**src/rtl/svoice_pkg.sv**
```systemverilog
`timescale 1ns / 1ps

package svoice_pkg;

  // Default build values
  localparam int DEF_SINE_TABLE_DEPTH = 1024;
  localparam int DEF_PHASE_BITS       = 32;
  localparam int DEF_SAMPLE_BITS      = 16;

  // Field widths
  localparam int SR_W    = 18;
  localparam int CMD_W   = 2;
  localparam int NOTE_W  = 7;
  localparam int VEL_W   = 7;
  localparam int BASE_W  = 20;   // Q16 frequency of the lowest octave
  localparam int FREQ_W  = 30;   // base shifted left by up to ten octaves
  localparam int OCT_W   = 4;
  localparam int LEVEL_W = 14;   // level never exceeds 9830
  localparam int GAIN_W  = 17;   // Q1.16 gain, 65536 is unity
  localparam int Q30_W   = 31;   // Q30 values in [0, 1]

  localparam logic [SR_W-1:0] SR_RESET = 18'd48000;

  // Commands
  localparam logic [CMD_W-1:0] CMD_NOTE_ON  = 2'd0;
  localparam logic [CMD_W-1:0] CMD_NOTE_OFF = 2'd1;
  localparam logic [CMD_W-1:0] CMD_TICK     = 2'd2;

  // Release envelope
  localparam logic [GAIN_W-1:0] GAIN_ONE   = 17'd65536;
  localparam logic [15:0]       DECAY_Q16  = 16'd64881;
  localparam logic [GAIN_W-1:0] STOP_FLOOR = 17'd327;

  // Level = round(velocity * 98304 / 1270)
  localparam int                   LVL_NUM_W   = 24;
  localparam logic [LVL_NUM_W-1:0] LVL_SCALE   = 24'd98304;
  localparam logic [LVL_NUM_W-1:0] LVL_BIAS    = 24'd635;
  localparam logic [SR_W-1:0]      LVL_DIVISOR = 18'd1270;

  // Divide by 1270 as a multiply by ceil(2^35 / 1270), exact for 24-bit numerators
  localparam int                 LVL_SHIFT = 35;
  localparam logic [LVL_NUM_W:0] LVL_RECIP = 25'd27054913;

  // Quarter-wave sine polynomial in Q30
  localparam logic [Q30_W-1:0] Q30_ONE = 31'd1073741824;
  localparam logic [Q30_W-1:0] POLY_C0 = 31'd172271;
  localparam logic [Q30_W-1:0] POLY_C1 = 31'd5026995;
  localparam logic [Q30_W-1:0] POLY_C2 = 31'd85569306;
  localparam logic [Q30_W-1:0] POLY_C3 = 31'd693598670;
  localparam logic [Q30_W-1:0] POLY_C4 = 31'd1686629713;

  // Q16 frequency of pitch classes 0..11 in the lowest octave
  function automatic logic [BASE_W-1:0] octave_base(input logic [OCT_W-1:0] pc);
    logic [BASE_W-1:0] f;
    case (pc)
      4'd0:    f = 20'd535809;
      4'd1:    f = 20'd567670;
      4'd2:    f = 20'd601425;
      4'd3:    f = 20'd637188;
      4'd4:    f = 20'd675077;
      4'd5:    f = 20'd715219;
      4'd6:    f = 20'd757749;
      4'd7:    f = 20'd802807;
      4'd8:    f = 20'd850544;
      4'd9:    f = 20'd901120;
      4'd10:   f = 20'd954703;
      4'd11:   f = 20'd1011473;
      default: f = 20'd535809;
    endcase
    return f;
  endfunction

  // note / 12 as note * 171 >> 11, exact for 7-bit notes
  function automatic logic [OCT_W-1:0] note_octave(input logic [NOTE_W-1:0] n);
    logic [14:0] prod;
    prod = 15'(n) * 15'd171;
    return prod[14:11];
  endfunction

  // note % 12 from the octave
  function automatic logic [OCT_W-1:0] note_class(input logic [NOTE_W-1:0] n,
                                                  input logic [OCT_W-1:0]  oct);
    logic [NOTE_W-1:0] d;
    d = n - 7'(oct) * 7'd12;
    return d[OCT_W-1:0];
  endfunction

endpackage

```
**src/rtl/svoice_div.sv**
```systemverilog
`timescale 1ns / 1ps

// Restoring divider, one quotient bit per cycle. The caller picks the number
// of steps; the top `steps` bits of the dividend are consumed MSB first and
// the quotient appears in the low bits.
module svoice_div #(
  parameter int DIVIDEND_W = 47,
  parameter int DIVISOR_W  = 18
) (
  input  logic                              clk,
  input  logic                              rst_n,
  input  logic                              start,
  input  logic [DIVIDEND_W-1:0]             dividend,
  input  logic [DIVISOR_W-1:0]              divisor,
  input  logic [$clog2(DIVIDEND_W+1)-1:0]   steps,
  output logic                              done,
  output logic [DIVIDEND_W-1:0]             quotient
);

  localparam int CNT_W = $clog2(DIVIDEND_W + 1);

  logic [DIVISOR_W-1:0]  rem_r,  rem_nxt;
  logic [DIVIDEND_W-1:0] quo_r,  quo_nxt;
  logic [DIVISOR_W-1:0]  dsr_r,  dsr_nxt;
  logic [CNT_W-1:0]      cnt_r,  cnt_nxt;
  logic                  done_r, done_nxt;

  logic [DIVISOR_W:0] trial;
  logic [DIVISOR_W:0] diff;
  logic               fits;

  // Trial subtract of the shifted remainder
  assign trial = {rem_r, quo_r[DIVIDEND_W-1]};
  assign diff  = trial - {1'b0, dsr_r};
  assign fits  = trial >= {1'b0, dsr_r};

  always_comb begin
    rem_nxt  = rem_r;
    quo_nxt  = quo_r;
    dsr_nxt  = dsr_r;
    cnt_nxt  = cnt_r;
    done_nxt = 1'b0;
    if (start) begin
      rem_nxt = '0;
      quo_nxt = dividend;
      dsr_nxt = divisor;
      cnt_nxt = steps;
    end else if (cnt_r != '0) begin
      rem_nxt  = fits ? diff[DIVISOR_W-1:0] : trial[DIVISOR_W-1:0];
      quo_nxt  = {quo_r[DIVIDEND_W-2:0], fits};
      cnt_nxt  = cnt_r - 1'b1;
      done_nxt = (cnt_r == CNT_W'(1));
    end
  end

  // Control: step counter and done pulse
  always_ff @(posedge clk) begin
    if (!rst_n) begin
      cnt_r  <= '0;
      done_r <= 1'b0;
    end else begin
      cnt_r  <= cnt_nxt;
      done_r <= done_nxt;
    end
  end

  // Datapath
  always_ff @(posedge clk) begin
    rem_r <= rem_nxt;
    quo_r <= quo_nxt;
    dsr_r <= dsr_nxt;
  end

  assign done     = done_r;
  assign quotient = quo_r;

endmodule

```
**src/rtl/svoice_mul.sv**
```systemverilog
`timescale 1ns / 1ps

// Shared multiplier with a registered product
module svoice_mul #(
  parameter int A_W = 31,
  parameter int B_W = 31
) (
  input  logic               clk,
  input  logic [A_W-1:0]     a,
  input  logic [B_W-1:0]     b,
  output logic [A_W+B_W-1:0] p
);

  logic [A_W+B_W-1:0] p_r, p_nxt;

  assign p_nxt = (A_W + B_W)'(a) * (A_W + B_W)'(b);

  always_ff @(posedge clk) begin
    p_r <= p_nxt;
  end

  assign p = p_r;

endmodule

```
**src/rtl/sine_voice_with_tail_off.sv**
```systemverilog
`timescale 1ns / 1ps

// One sine voice with an exponential release.
// Channels: cfg_* writes the sample rate (always ready). in_* takes one item:
// note on, note off (with or without tail-off) or a render tick. out_* gives
// one item per tick: the signed sample and whether the voice was sounding.
// A note off is handled in the idle state. A note on keeps in_ready low
// while the bit-serial divider forms the phase step (PHASE_BITS + 15
// steps); the shared multiplier scales the level meanwhile.
// A tick's result becomes valid in the same cycle as in_ready returns, after
// the sixteen micro-steps that reuse one registered multiplier for the sine
// polynomial, the level and gain scaling, and the release decay.
// in_ready is high only while the sequencer is idle. A finished result sits in
// the output register; a new item is taken while it waits, but a following
// tick holds in its last step until the receiver takes the earlier result.
// Reset (synchronous, rst_n low) silences the voice, sets the sample rate to
// 48000 and empties the output register.
module sine_voice_with_tail_off #(
  parameter int SINE_TABLE_DEPTH = svoice_pkg::DEF_SINE_TABLE_DEPTH,
  parameter int PHASE_BITS       = svoice_pkg::DEF_PHASE_BITS,
  parameter int SAMPLE_BITS      = svoice_pkg::DEF_SAMPLE_BITS
) (
  input  logic                                  clk,
  input  logic                                  rst_n,
  input  logic                                  cfg_valid,
  output logic                                  cfg_ready,
  input  logic [svoice_pkg::SR_W-1:0]           cfg_sample_rate_hz,
  input  logic                                  in_valid,
  output logic                                  in_ready,
  input  logic [svoice_pkg::CMD_W-1:0]          in_cmd,
  input  logic [svoice_pkg::NOTE_W-1:0]         in_note,
  input  logic [svoice_pkg::VEL_W-1:0]          in_velocity,
  input  logic                                  in_allow_tail_off,
  output logic                                  out_valid,
  input  logic                                  out_ready,
  output logic signed [SAMPLE_BITS-1:0]         out_sample,
  output logic                                  out_active
);

  import svoice_pkg::*;

  localparam int IDX_BITS = $clog2(SINE_TABLE_DEPTH);
  localparam int NUM_W    = FREQ_W + PHASE_BITS - 16;
  localparam int DIV_W    = NUM_W + 1;
  localparam int CNT_W    = $clog2(DIV_W + 1);
  localparam int MA_W     = (SAMPLE_BITS + 13 > Q30_W) ? SAMPLE_BITS + 13 : Q30_W;
  localparam int MB_W     = Q30_W;
  localparam int MP_W     = MA_W + MB_W;
  localparam int MAG_W    = SAMPLE_BITS - 1;
  localparam int SUM_W    = Q30_W + 1;
  localparam logic [MAG_W-1:0] MAG_MAX = '1;

  typedef enum logic [3:0] {
    S_IDLE  = 4'b0001,
    S_NOTE  = 4'b0010,
    S_DSTEP = 4'b0100,
    S_TICK  = 4'b1000
  } state_t;

  // Tick micro-steps
  localparam logic [3:0] T_SQ  = 4'd0;   // x * x
  localparam logic [3:0] T_X2  = 4'd1;   // hold x^2
  localparam logic [3:0] T_M0  = 4'd2;
  localparam logic [3:0] T_S1  = 4'd3;
  localparam logic [3:0] T_M1  = 4'd4;
  localparam logic [3:0] T_S2  = 4'd5;
  localparam logic [3:0] T_M2  = 4'd6;
  localparam logic [3:0] T_S3  = 4'd7;
  localparam logic [3:0] T_M3  = 4'd8;
  localparam logic [3:0] T_S4  = 4'd9;
  localparam logic [3:0] T_MX  = 4'd10;  // x * poly
  localparam logic [3:0] T_MAG = 4'd11;  // round and clamp the sine
  localparam logic [3:0] T_ML  = 4'd12;  // magnitude * level
  localparam logic [3:0] T_MG  = 4'd13;  // * gain
  localparam logic [3:0] T_RND = 4'd14;  // round the sample, start decay
  localparam logic [3:0] T_FIN = 4'd15;  // commit and emit

  state_t                   state_r, state_nxt;
  logic [3:0]               st_r, st_nxt;
  logic [SR_W-1:0]          sr_r, sr_nxt;
  logic [PHASE_BITS-1:0]    phase_r, phase_nxt;
  logic [PHASE_BITS-1:0]    step_r, step_nxt;
  logic [LEVEL_W-1:0]       level_r, level_nxt;
  logic [GAIN_W-1:0]        gain_r, gain_nxt;
  logic                     out_valid_r, out_valid_nxt;

  logic [NOTE_W-1:0]        note_r, note_nxt;
  logic [VEL_W-1:0]         vel_r, vel_nxt;
  logic [Q30_W-1:0]         x_r, x_nxt;
  logic [Q30_W-1:0]         x2_r, x2_nxt;
  logic [Q30_W-1:0]         t_r, t_nxt;
  logic                     neg_r, neg_nxt;
  logic [MAG_W-1:0]         m_r, m_nxt;
  logic [SAMPLE_BITS-1:0]   r_r, r_nxt;
  logic [SAMPLE_BITS-1:0]   out_sample_r, out_sample_nxt;
  logic                     out_active_r, out_active_nxt;

  logic                     accept;
  logic                     out_free;

  // Sine argument from the phase
  logic [IDX_BITS-1:0]      idx;
  logic [1:0]               quad;
  logic [IDX_BITS-3:0]      frac;
  logic [Q30_W-1:0]         x0;
  logic [Q30_W-1:0]         x_calc;

  // Note-on operands
  logic [OCT_W-1:0]         oct;
  logic [OCT_W-1:0]         pc;
  logic [FREQ_W-1:0]        freq;
  logic [SR_W-1:0]          sr_eff;
  logic [DIV_W-1:0]         step_dividend;
  logic [LVL_NUM_W-1:0]     lvl_num;
  logic [PHASE_BITS-1:0]    q_step;

  // Divider and multiplier hookup
  logic                     div_start;
  logic [DIV_W-1:0]         div_dividend;
  logic [SR_W-1:0]          div_divisor;
  logic [CNT_W-1:0]         div_steps;
  logic                     div_done;
  logic [DIV_W-1:0]         div_quo;
  logic [MA_W-1:0]          mul_a;
  logic [MB_W-1:0]          mul_b;
  logic [MP_W-1:0]          mul_p;

  // Product taps
  logic [Q30_W-1:0]         pq30;
  logic [SUM_W-1:0]         s_sum;
  logic [SUM_W-1:0]         qv;
  logic [MAG_W-1:0]         mag;
  logic [GAIN_W-1:0]        g_eff;
  logic [MP_W-1:0]          rsum;
  logic [SAMPLE_BITS-1:0]   r_abs;
  logic [SAMPLE_BITS-1:0]   r_val;
  logic [MP_W-1:0]          dsum;
  logic [GAIN_W-1:0]        ng;

  assign accept   = in_valid && in_ready;
  assign out_free = !out_valid_r || out_ready;

  // Fold the table index into a quarter wave
  assign idx    = phase_r[PHASE_BITS-1 -: IDX_BITS];
  assign quad   = idx[IDX_BITS-1 -: 2];
  assign frac   = idx[IDX_BITS-3:0];
  assign x0     = Q30_W'(frac) << (32 - IDX_BITS);
  assign x_calc = quad[0] ? (Q30_ONE - x0) : x0;

  // Phase step dividend: (freq << (PHASE_BITS-16)) + rate/2
  assign oct           = note_octave(note_r);
  assign pc            = note_class(note_r, oct);
  assign freq          = FREQ_W'(octave_base(pc)) << oct;
  assign sr_eff        = (sr_r == '0) ? SR_W'(1) : sr_r;
  assign step_dividend = (DIV_W'(freq) << (PHASE_BITS - 16)) + DIV_W'(sr_eff >> 1);
  assign q_step        = div_quo[PHASE_BITS-1:0];

  // Level numerator, scaled by the reciprocal of 1270 in the multiplier
  assign lvl_num = 24'(vel_r) * LVL_SCALE + LVL_BIAS;

  // Product taps for each micro-step
  assign pq30  = mul_p[30 +: Q30_W];
  assign s_sum = SUM_W'(pq30) + (SUM_W'(1) << (30 - SAMPLE_BITS));
  assign qv    = s_sum >> (31 - SAMPLE_BITS);
  assign mag   = (qv > SUM_W'(MAG_MAX)) ? MAG_MAX : qv[MAG_W-1:0];
  assign g_eff = (gain_r == '0) ? GAIN_ONE : gain_r;
  assign rsum  = mul_p + (MP_W'(1) << 31);
  assign r_abs = rsum[32 +: SAMPLE_BITS];
  assign r_val = neg_r ? (SAMPLE_BITS'(0) - r_abs) : r_abs;
  assign dsum  = mul_p + MP_W'(32768);
  assign ng    = dsum[16 +: GAIN_W];

  // Select multiplier operands: level scaling outside a tick, micro-steps inside
  always_comb begin
    mul_a = MA_W'(lvl_num);
    mul_b = MB_W'(LVL_RECIP);
    if (state_r == S_TICK) begin
      case (st_r)
        T_SQ: begin
          mul_a = MA_W'(x_r);
          mul_b = x_r;
        end
        T_M0: begin
          mul_a = MA_W'(x2_r);
          mul_b = POLY_C0;
        end
        T_M1, T_M2, T_M3: begin
          mul_a = MA_W'(x2_r);
          mul_b = t_r;
        end
        T_MX: begin
          mul_a = MA_W'(x_r);
          mul_b = t_r;
        end
        T_ML: begin
          mul_a = MA_W'(m_r);
          mul_b = MB_W'(level_r);
        end
        T_MG: begin
          mul_a = mul_p[MA_W-1:0];
          mul_b = MB_W'(g_eff);
        end
        default: begin
          mul_a = MA_W'(gain_r);
          mul_b = MB_W'(DECAY_Q16);
        end
      endcase
    end
  end

  // Sequencer
  always_comb begin
    state_nxt      = state_r;
    st_nxt         = st_r;
    sr_nxt         = sr_r;
    phase_nxt      = phase_r;
    step_nxt       = step_r;
    level_nxt      = level_r;
    gain_nxt       = gain_r;
    out_valid_nxt  = out_valid_r;
    note_nxt       = note_r;
    vel_nxt        = vel_r;
    x_nxt          = x_r;
    x2_nxt         = x2_r;
    t_nxt          = t_r;
    neg_nxt        = neg_r;
    m_nxt          = m_r;
    r_nxt          = r_r;
    out_sample_nxt = out_sample_r;
    out_active_nxt = out_active_r;
    div_start      = 1'b0;
    div_dividend   = step_dividend;
    div_divisor    = sr_eff;
    div_steps      = CNT_W'(DIV_W);

    if (cfg_valid) begin
      sr_nxt = cfg_sample_rate_hz;
    end

    // Drop the output item once taken
    if (out_valid_r && out_ready) begin
      out_valid_nxt = 1'b0;
    end

    case (state_r)
      S_IDLE: begin
        if (accept) begin
          case (in_cmd)
            CMD_NOTE_ON: begin
              note_nxt  = in_note;
              vel_nxt   = in_velocity;
              state_nxt = S_NOTE;
            end
            CMD_NOTE_OFF: begin
              if (in_allow_tail_off && (gain_r == '0)) begin
                gain_nxt = GAIN_ONE;
              end else begin
                step_nxt = '0;
                gain_nxt = '0;
              end
            end
            CMD_TICK: begin
              x_nxt     = x_calc;
              neg_nxt   = quad[1];
              st_nxt    = T_SQ;
              state_nxt = S_TICK;
            end
            default: ;
          endcase
        end
      end

      S_NOTE: begin
        div_start = 1'b1;
        state_nxt = S_DSTEP;
      end

      // Commit step and level, and clear phase and gain, once the divider finishes
      S_DSTEP: begin
        if (div_done) begin
          step_nxt  = (q_step == '0) ? PHASE_BITS'(1) : q_step;
          level_nxt = mul_p[LVL_SHIFT +: LEVEL_W];
          phase_nxt = '0;
          gain_nxt  = '0;
          state_nxt = S_IDLE;
        end
      end

      S_TICK: begin
        if (st_r != T_FIN) begin
          st_nxt = st_r + 4'd1;
        end
        case (st_r)
          T_X2:  x2_nxt = pq30;
          T_S1:  t_nxt  = POLY_C1 - pq30;
          T_S2:  t_nxt  = POLY_C2 - pq30;
          T_S3:  t_nxt  = POLY_C3 - pq30;
          T_S4:  t_nxt  = POLY_C4 - pq30;
          T_MAG: m_nxt  = mag;
          T_RND: r_nxt  = r_val;
          T_FIN: begin
            // Hold until the output register is free
            if (out_free) begin
              out_valid_nxt = 1'b1;
              state_nxt     = S_IDLE;
              if (step_r != '0) begin
                out_sample_nxt = r_r;
                out_active_nxt = 1'b1;
                phase_nxt      = phase_r + step_r;
                if (gain_r != '0) begin
                  gain_nxt = ng;
                  if (ng <= STOP_FLOOR) begin
                    step_nxt = '0;
                    gain_nxt = '0;
                  end
                end
              end else begin
                out_sample_nxt = '0;
                out_active_nxt = 1'b0;
              end
            end
          end
          default: ;
        endcase
      end

      default: state_nxt = S_IDLE;
    endcase
  end

  // Control and voice state
  always_ff @(posedge clk) begin
    if (!rst_n) begin
      state_r     <= S_IDLE;
      st_r        <= T_SQ;
      sr_r        <= SR_RESET;
      phase_r     <= '0;
      step_r      <= '0;
      level_r     <= '0;
      gain_r      <= '0;
      out_valid_r <= 1'b0;
    end else begin
      state_r     <= state_nxt;
      st_r        <= st_nxt;
      sr_r        <= sr_nxt;
      phase_r     <= phase_nxt;
      step_r      <= step_nxt;
      level_r     <= level_nxt;
      gain_r      <= gain_nxt;
      out_valid_r <= out_valid_nxt;
    end
  end

  // Working and output payload
  always_ff @(posedge clk) begin
    note_r       <= note_nxt;
    vel_r        <= vel_nxt;
    x_r          <= x_nxt;
    x2_r         <= x2_nxt;
    t_r          <= t_nxt;
    neg_r        <= neg_nxt;
    m_r          <= m_nxt;
    r_r          <= r_nxt;
    out_sample_r <= out_sample_nxt;
    out_active_r <= out_active_nxt;
  end

  svoice_div #(
    .DIVIDEND_W (DIV_W),
    .DIVISOR_W  (SR_W)
  ) u_div (
    .clk      (clk),
    .rst_n    (rst_n),
    .start    (div_start),
    .dividend (div_dividend),
    .divisor  (div_divisor),
    .steps    (div_steps),
    .done     (div_done),
    .quotient (div_quo)
  );

  svoice_mul #(
    .A_W (MA_W),
    .B_W (MB_W)
  ) u_mul (
    .clk (clk),
    .a   (mul_a),
    .b   (mul_b),
    .p   (mul_p)
  );

  assign cfg_ready  = 1'b1;
  assign in_ready   = (state_r == S_IDLE);
  assign out_valid  = out_valid_r;
  assign out_sample = out_sample_r;
  assign out_active = out_active_r;

endmodule

```
**config.mk**
```make
export PLATFORM = sky130hd
export DESIGN_NAME = sine_voice_with_tail_off
export DESIGN_NICKNAME = d
export VERILOG_FILES = /design/src/rtl/svoice_pkg.sv /design/src/rtl/svoice_div.sv /design/src/rtl/svoice_mul.sv /design/src/rtl/sine_voice_with_tail_off.sv
export SDC_FILE = /design/constraint.sdc
export NUM_CORES = 2
export LEC_CHECK = 0
export ABC_AREA = 1
export BUFFER_PORTS_ARGS = -buffer_cell sky130_fd_sc_hd__buf_2
export CORE_MARGIN = 3
export CORE_UTILIZATION = 40
export DETAILED_ROUTE_END_ITERATION = 10
export PLACE_DENSITY_LB_ADDON = 0.3
export SETUP_SLACK_MARGIN = 0.05
export SLEW_MARGIN = 20
export SYNTH_ARGS = -nofsm -noshare
export SYNTH_HDL_FRONTEND = slang
export SYNTH_SLANG_ARGS = --single-unit
```
**constraint.sdc**
```tcl
create_clock -name clk -period 8 [get_ports clk]
set_input_delay 1.2 -clock clk [delete_from_list [all_inputs] [get_ports clk]]
set_output_delay 1.2 -clock clk [all_outputs]
set_load 0.05 [all_outputs]
```
Word-level counts from Yosys, hierarchy flattened
Memory sizes are Yosys's and may differ from the RTL's. Cells that the tools add are included.

ROM bits: 304. Logic and storage cells: 181. Register bits: 429. Output and inout port bits: 20. Memories: 1. Bits of input ports: 40.

Memory list: (no name shown) (words 16, width 19, read ports 1, clocked after Yosys merged registers in 0, wr ports 0, line svoice_pkg.sv:55) `case (pc)`.

$mul: 4. Eq/ne operators: 35. Magnitude comparators: 3. Mux-type cells: 56. Add/subtract/negate cells: 16. Bitwise logic cells: 2. Shifts and indexed selects: 1. Reductions and logical operators: 36.

Operators with widths (number): $mux 32 (14); $pmux 31 s4 (2); $mux 17 (10); $pmux 31 s5 (1); $pmux 32 s3 (1); $mux 47 (2); $pmux 32 s2 (1); $mux 31 (2); $mul 31x31->61 (1); $pmux 17 s3 (1); $add 48x32->48 const B (1); $add 46x17->47 (1); $eq 4x4->1 const B (9); $mux 18 (2); $add 33x16->33 const B (1); $add 31x15->32 const B (1); $add 32x32->32 (1); $logic_not 32->1 (1); $reduce_bool 32->1 (1); $sub 23x31->31 const A (1); $sub 27x31->31 const A (1); $sub 30x31->31 const A (1); $sub 31x30->31 const A (1); $sub 31x31->31 const A (1); 52 further kinds (95).

Logic depth before layout (Yosys ltp)
Depth after elaboration: 8. Mapped depth: 47. Gate-level depth less buffers: 46.

By module
From an unflattened synthesis, not the netlist that was laid out.

Cell total of the unflattened synthesis: 8258. Area, all modules: 60143.9 um^2.

Modules (own cells, without submodules): svoice_mul (seq. area each 1241.2 um^2, area an instance 34888.5 um^2, cells an instance 4664, instances 1); sine_voice_with_tail_off (seq. area each 6466.2 um^2, area an instance 20295.7 um^2, cells an instance 2977, instances 1); svoice_div (seq. area each 2452.4 um^2, area an instance 4959.8 um^2, cells an instance 617, instances 1).

Worst setup path after synthesis
No wires, ideal clock.

Kind: reg-to-reg. Start: register st_r[1]. End: register u_mul.p_r[57], in the netlist u_mul.p[57]. Path buffers: 2. Slack: -0.013 ns. Arrival time: 7.890 ns. Period minus slack after synthesis: 8.013 ns. Setup time: 0.123 ns. Cell stages (with the launch flop): 36. Data required time: 7.877 ns. Cell sequence: dfxtp_1 > inv_1 > ha_1 > inv_1 > nor2_1 > inv_1 > clkbuf_1 > nor2_1 > nor4_2 > clkbuf_1 > nor2_1 > fa_1 > fa_1 > fa_1 > inv_1 > fa_1 > inv_1 > fa_1 > inv_1 > fa_1 > inv_1 > fa_1 > inv_1 > fa_1 > inv_1 > ha_1 > nand2_1 > nor2_1 > inv_1 > nor4_1 > nand3_1 > nand3_1 > nand2_1 > o211ai_1 > a21oi_1 > xor2_1.

Cells in the longest elaborated chain, start to end: 5. Elaborated cells on any way between the ends: 16. Classes of those cells: 1 x mul; 7 x eq/ne; 4 x mux; 4 x reduce/logical.

Ends and longest elaborated chain: from (decl) (line sine_voice_with_tail_off.sv:79) `logic [3:0] st_r, st_nxt;`; from (signal assigned) (line sine_voice_with_tail_off.sv:344) `st_r <= st_nxt;`; $eq 4x4->1, or another cell as far along (line sine_voice_with_tail_off.sv:178) `case (st_r)`; $reduce_or 4->1 (no source line) or $reduce_or 2->1 (tied branches); $pmux 31 s5 or $pmux 31 s4 (tied branches) (line sine_voice_with_tail_off.sv:178); $mux 31 (line sine_voice_with_tail_off.sv:177) `if (state_r == S_TICK) begin`; $mul 31x31->61 * (line svoice_mul.sv:16) `assign p_nxt = (A_W + B_W)'(a) * (A_W + B_W)'(b);`; net u_mul.p_nxt[57] (line svoice_mul.sv:14) `logic [A_W+B_W-1:0] p_r, p_nxt;`; to (signal assigned) (line svoice_mul.sv:19) `p_r <= p_nxt;`; to (decl) (line svoice_mul.sv:14).

Mark *: on every way through the listed nets, which the timed path passes. The rest lies on a longest branch. A chain may end at the register's enable or synchronous reset.

Worst setup path in the final report
Start: register st_r[1]. End: register u_mul.p_r[53], in the netlist u_mul.p[53].

Same word-level chain as after synthesis.

==> flow_summary.yaml <==
status:
  status: "finished with violations"
  failed_checks: "setup timing"
floorplanning:
  placeableCoreArea_mm2: 0.140
  die_area_mm2: 0.146
  die_height_um: 382
  placement_rows: 137
  ios: 60
  initial_cell_density_of_the_core_pct: 40.4
  chipWidth_um: 382
worst_setup_path:
  timing.critical_path.fanout_max: 5
  critPathKind: "flop to flop"
  worst_setup_path_startpoint: "st_r[1]"
  critical_path.reg2reg.endpoint: "u_mul.p[53]"
  regToRegSetupSlack_ns: -0.33
  crit_required_ns: 8.47
  cp_num_buf_inv: 15
  arrival_ns: 8.80
  critPathSlowestCell: "sky130_fd_sc_hd__fa_1"
  critical_path_launch_point_type: "flop"
  reg2reg_from: "st_r[1]"
  max_stage_delay_ns: 0.57
  critPathMostFrequentCell: "sky130_fd_sc_hd__fa_1"
  worst_r2r_path_depth: 43
  worst_setup_path_end_kind: "flop"
  critical-path-top-delay-family: "adder cells"
yosys:
  yosys_register_bits: 407
  synthesis.yosys.warnings: 0
  main_combinational_cell_family_by_area_after_synthesis: "adder cells"
  synth.largest_area_cell: "sky130_fd_sc_hd__fa_1"
  post_synth_instance_area_mm2: 0.0565
  syn_area_cell_um2: 7.90
  post_synth_and_or_nand_nor_area_fraction_pct: 20.6
  synth-adder-area-share_pct: 38.6
  postSynth.asyncResetShare_pct: 0
  complex_gate_fraction_of_the_synthesized_area_pct: 8.85
  synthDistinctLibCells: 69
  largest_cells_by_area_after_synthesis: "sky130_fd_sc_hd__fa_1 (30%), sky130_fd_sc_hd__nand2_1 (11%), sky130_fd_sc_hd__edfxtp_1 (11%)"
  synth_largest_type_area_fraction_pct: 30.1
  synth.net_count: 8424
  post_synth_inst_count: 7152
  synthMuxAreaShare_pct: 0.0709
  synth_sequential_area_ratio_pct: 18.0
  yosys_most_used_dff: "sky130_fd_sc_hd__dfxtp_1"
  yosys.area_share.xor_xnor_pct: 2.31
  synth_edf_count: 199
sta:
  report.final.slew_viol_count: 0
  unrepaired_setup_endpoints_after_global_routing: "true"
  worst_hold_slack_ns: 0.459
  layout_min_cycle_time_ns: 8.33
  post-route-worst-setup-slack_ns: -0.333
  achievable-frequency_mhz: 120
  relSlewSlack_pct: 24.7
  worst_slew_pin_slew_ns: 1.13
  timing.final.setup_violations: 30
  final_worst_path_cycle_share_pct: 104
  clock-skew-final_ns: 0.0303
  final_hold_viol_count: 0
hold_path:
  min_path_type: "flop to flop"
  min_to: "level_r[1]"
  holdCritStartpoint: "level_r[1]"
  hold-path-cell-count: 2
placed_design:
  gp_congestion: 0.976
  dp_slack_ns: -0.706
  port_buffers: 58
  dpl.hpwl_um: 160000
clock_tree:
  clock-root-buffer: "sky130_fd_sc_hd__clkbuf_16"
  clock_tree_from_tritoncts: "yes"
  clkLatencyLatePin_ns: 0.62
  clk_pin_slew_worst_paths_ns: 0.06
  cts-root-to-sink-buffers: 3
  cts_sinks: 407
  number_of_buffers_created_by_cts: 45
  number_of_levels_the_h_tree_was_split_into: 2
run:
  max_cap_viol_count: 0
global_routing:
  grt_pass1_wl_um: 297000
  antenna_found_initial: 5
  grt_start_max_net_pins: 81
  grt.total_usage_pct: 26.3
  first_global_vias: 50800
  grt-ovfl-total: 0
layout:
  drive_gt1_share_pct: 18.8
  flow.area_growth_from_synthesis_pct: 21.1
  most_frequent_standard_cell_in_the_layout_excluding_fill_and_tap_cells: "sky130_fd_sc_hd__nand2_1"
  nets: 9030
  mostFrequentLayoutCells: "sky130_fd_sc_hd__nand2_1 (1538), sky130_fd_sc_hd__inv_1 (1304), sky130_fd_sc_hd__fa_1 (808), sky130_fd_sc_hd__buf_4 (674), sky130_fd_sc_hd__nor2_1 (645)"
routing:
  detailroute.via_count: 50100
  drtAntennaViolNets: 0
  dr_drc_count: 0
  drt_pass1_iterations: 8
  post_drt_wl_per_cell_um: 19.8
  initialDrtViolationCount: 3901
  routed_wirelength_um: 192000
  route.detailed.vias_per_inst: 5.18
## layer usage
layer,vias to the layer above,wire (um),GRT usage [%]
met5,-,0,0
met4,0,9910,11.4
met3,383,12300,3.25
met2,1749,90000,43.7
met1,24600,79700,34.7
li1,23400,-,-
## worst reg2reg max path, delay by kind of cell (launching register included)
| kind | cells | cell delay, ns |
|---|---|---|
| compound gates | 3 | 0.43 |
| buf+inv | 15 | 1.31 |
| xor+xnor | 1 | 0.16 |
| fa+ha+maj | 10 | 4.52 |
| simple gates | 14 | 1.38 |
| flops | 1 | 0.38 |
## through the flow
step / cell area, um2 / setup TNS [ns] / std cells / utilization [%]
after floorplan: 56500 / 0 / 7152 / -
after global placement: 63800 / -16.52 / 9494 / 45.6
after detailed placement: 63800 / -18.60 / 9494 / 45.6
after CTS: 67300 / -3.55 / 9645 / 48.1
after global routing: 68400 / -14.37 / 9671 / 48.9
final: 68400 / -4.21 / 9672 / 48.9
## cells in the mapped netlist (6+ instances only)
cell type and instances:
sky130_fd_sc_hd__xnor2_1 34, sky130_fd_sc_hd__buf_4 10, sky130_fd_sc_hd__nor3_1 45, sky130_fd_sc_hd__ha_1 384, sky130_fd_sc_hd__o31ai_1 9, sky130_fd_sc_hd__o221ai_1 7, sky130_fd_sc_hd__buf_1 14, sky130_fd_sc_hd__a21oi_1 298
sky130_fd_sc_hd__inv_2 43, sky130_fd_sc_hd__o21ai_2 7, sky130_fd_sc_hd__clkbuf_1 151, sky130_fd_sc_hd__a31oi_1 30, sky130_fd_sc_hd__nand4_1 40, sky130_fd_sc_hd__xor2_1 115, sky130_fd_sc_hd__o21bai_1 14, sky130_fd_sc_hd__a211oi_1 12
sky130_fd_sc_hd__nor3_2 9, sky130_fd_sc_hd__nand2_1 1593, sky130_fd_sc_hd__nand3_2 12, sky130_fd_sc_hd__fa_1 848, sky130_fd_sc_hd__nor2_2 20, sky130_fd_sc_hd__o22ai_1 7, sky130_fd_sc_hd__nor2_1 725, sky130_fd_sc_hd__edfxtp_1 199
sky130_fd_sc_hd__o211ai_1 29, sky130_fd_sc_hd__nor4_1 39, sky130_fd_sc_hd__a22oi_1 30, sky130_fd_sc_hd__nand3_1 285, sky130_fd_sc_hd__a21oi_2 31, sky130_fd_sc_hd__buf_2 99, sky130_fd_sc_hd__buf_6 6, sky130_fd_sc_hd__nand2_2 11
sky130_fd_sc_hd__or2_2 18, sky130_fd_sc_hd__o21ai_0 286, sky130_fd_sc_hd__o21ai_1 12, sky130_fd_sc_hd__inv_1 1336, sky130_fd_sc_hd__a21boi_0 10, sky130_fd_sc_hd__o311ai_0 7, sky130_fd_sc_hd__dfxtp_1 208, sky130_fd_sc_hd__clkinv_1 16
sky130_fd_sc_hd__o21a_1 14, sky130_fd_sc_hd__a21o_1 25
## cell type report
cell class	instances	area (um2)
diodes	1	2.50
clock buffers	64	1310
clock inverters	20	211
fillers	13600	71500
inverters	1396	5350
multi-input cells	5063	41800
flip-flops and latches	407	10100
well taps	1876	2350
repair buffers	845	7220
## logic make-up (layout without fill, tap and decap cells)
family	Yosys count	count (layout)
and+or+nand+nor	2825	2825
buffers and inverters	1682	2325
other	1	2
xor gates and xnor gates	149	149
AOI/OAI and AO/OA	852	852
muxes	4	4
DFF	407	407
adders and majority gates	1232	1232
## worst max path at each step
| stage | end | cells past startpoint | slack, ns |
|---|---|---|---|
| floorplan | u_mul.p[57] | 39 | 0.04 |
| global placement | u_mul.p[45] | 36 | -0.65 |
| detailed placement | u_mul.p[45] | 36 | -0.71 |
| CTS | u_mul.p[53] | 43 | -0.32 |
| global route | u_mul.p[53] | 43 | -0.58 |
| finish | u_mul.p[53] | 43 | -0.33 |
## flip-flops by register name (all words and copies together), names as in the netlist, 16 cells and up
name and cells:
u_div.quotient 47, u_div.dsr_r 18, phase_r 32, x2_r 31, out_sample 16, sr_r 18
gain_r 17, t_r 31, u_mul.p 61, step_r 32, u_div.rem_r 18, r_r 16
## repair_timing
action	CTS	global route
gates cloned	1	0
resized for setup	362	198
hold buffers	0	0
hold endpoints to repair	0	0
pin swaps	129	119
setup endpoints to repair	39	45
setup buffers	67	26
Power is left out: the tool's default activity adds up to more than one toggle a clock period on the data nets, which glitch-free logic cannot reach.
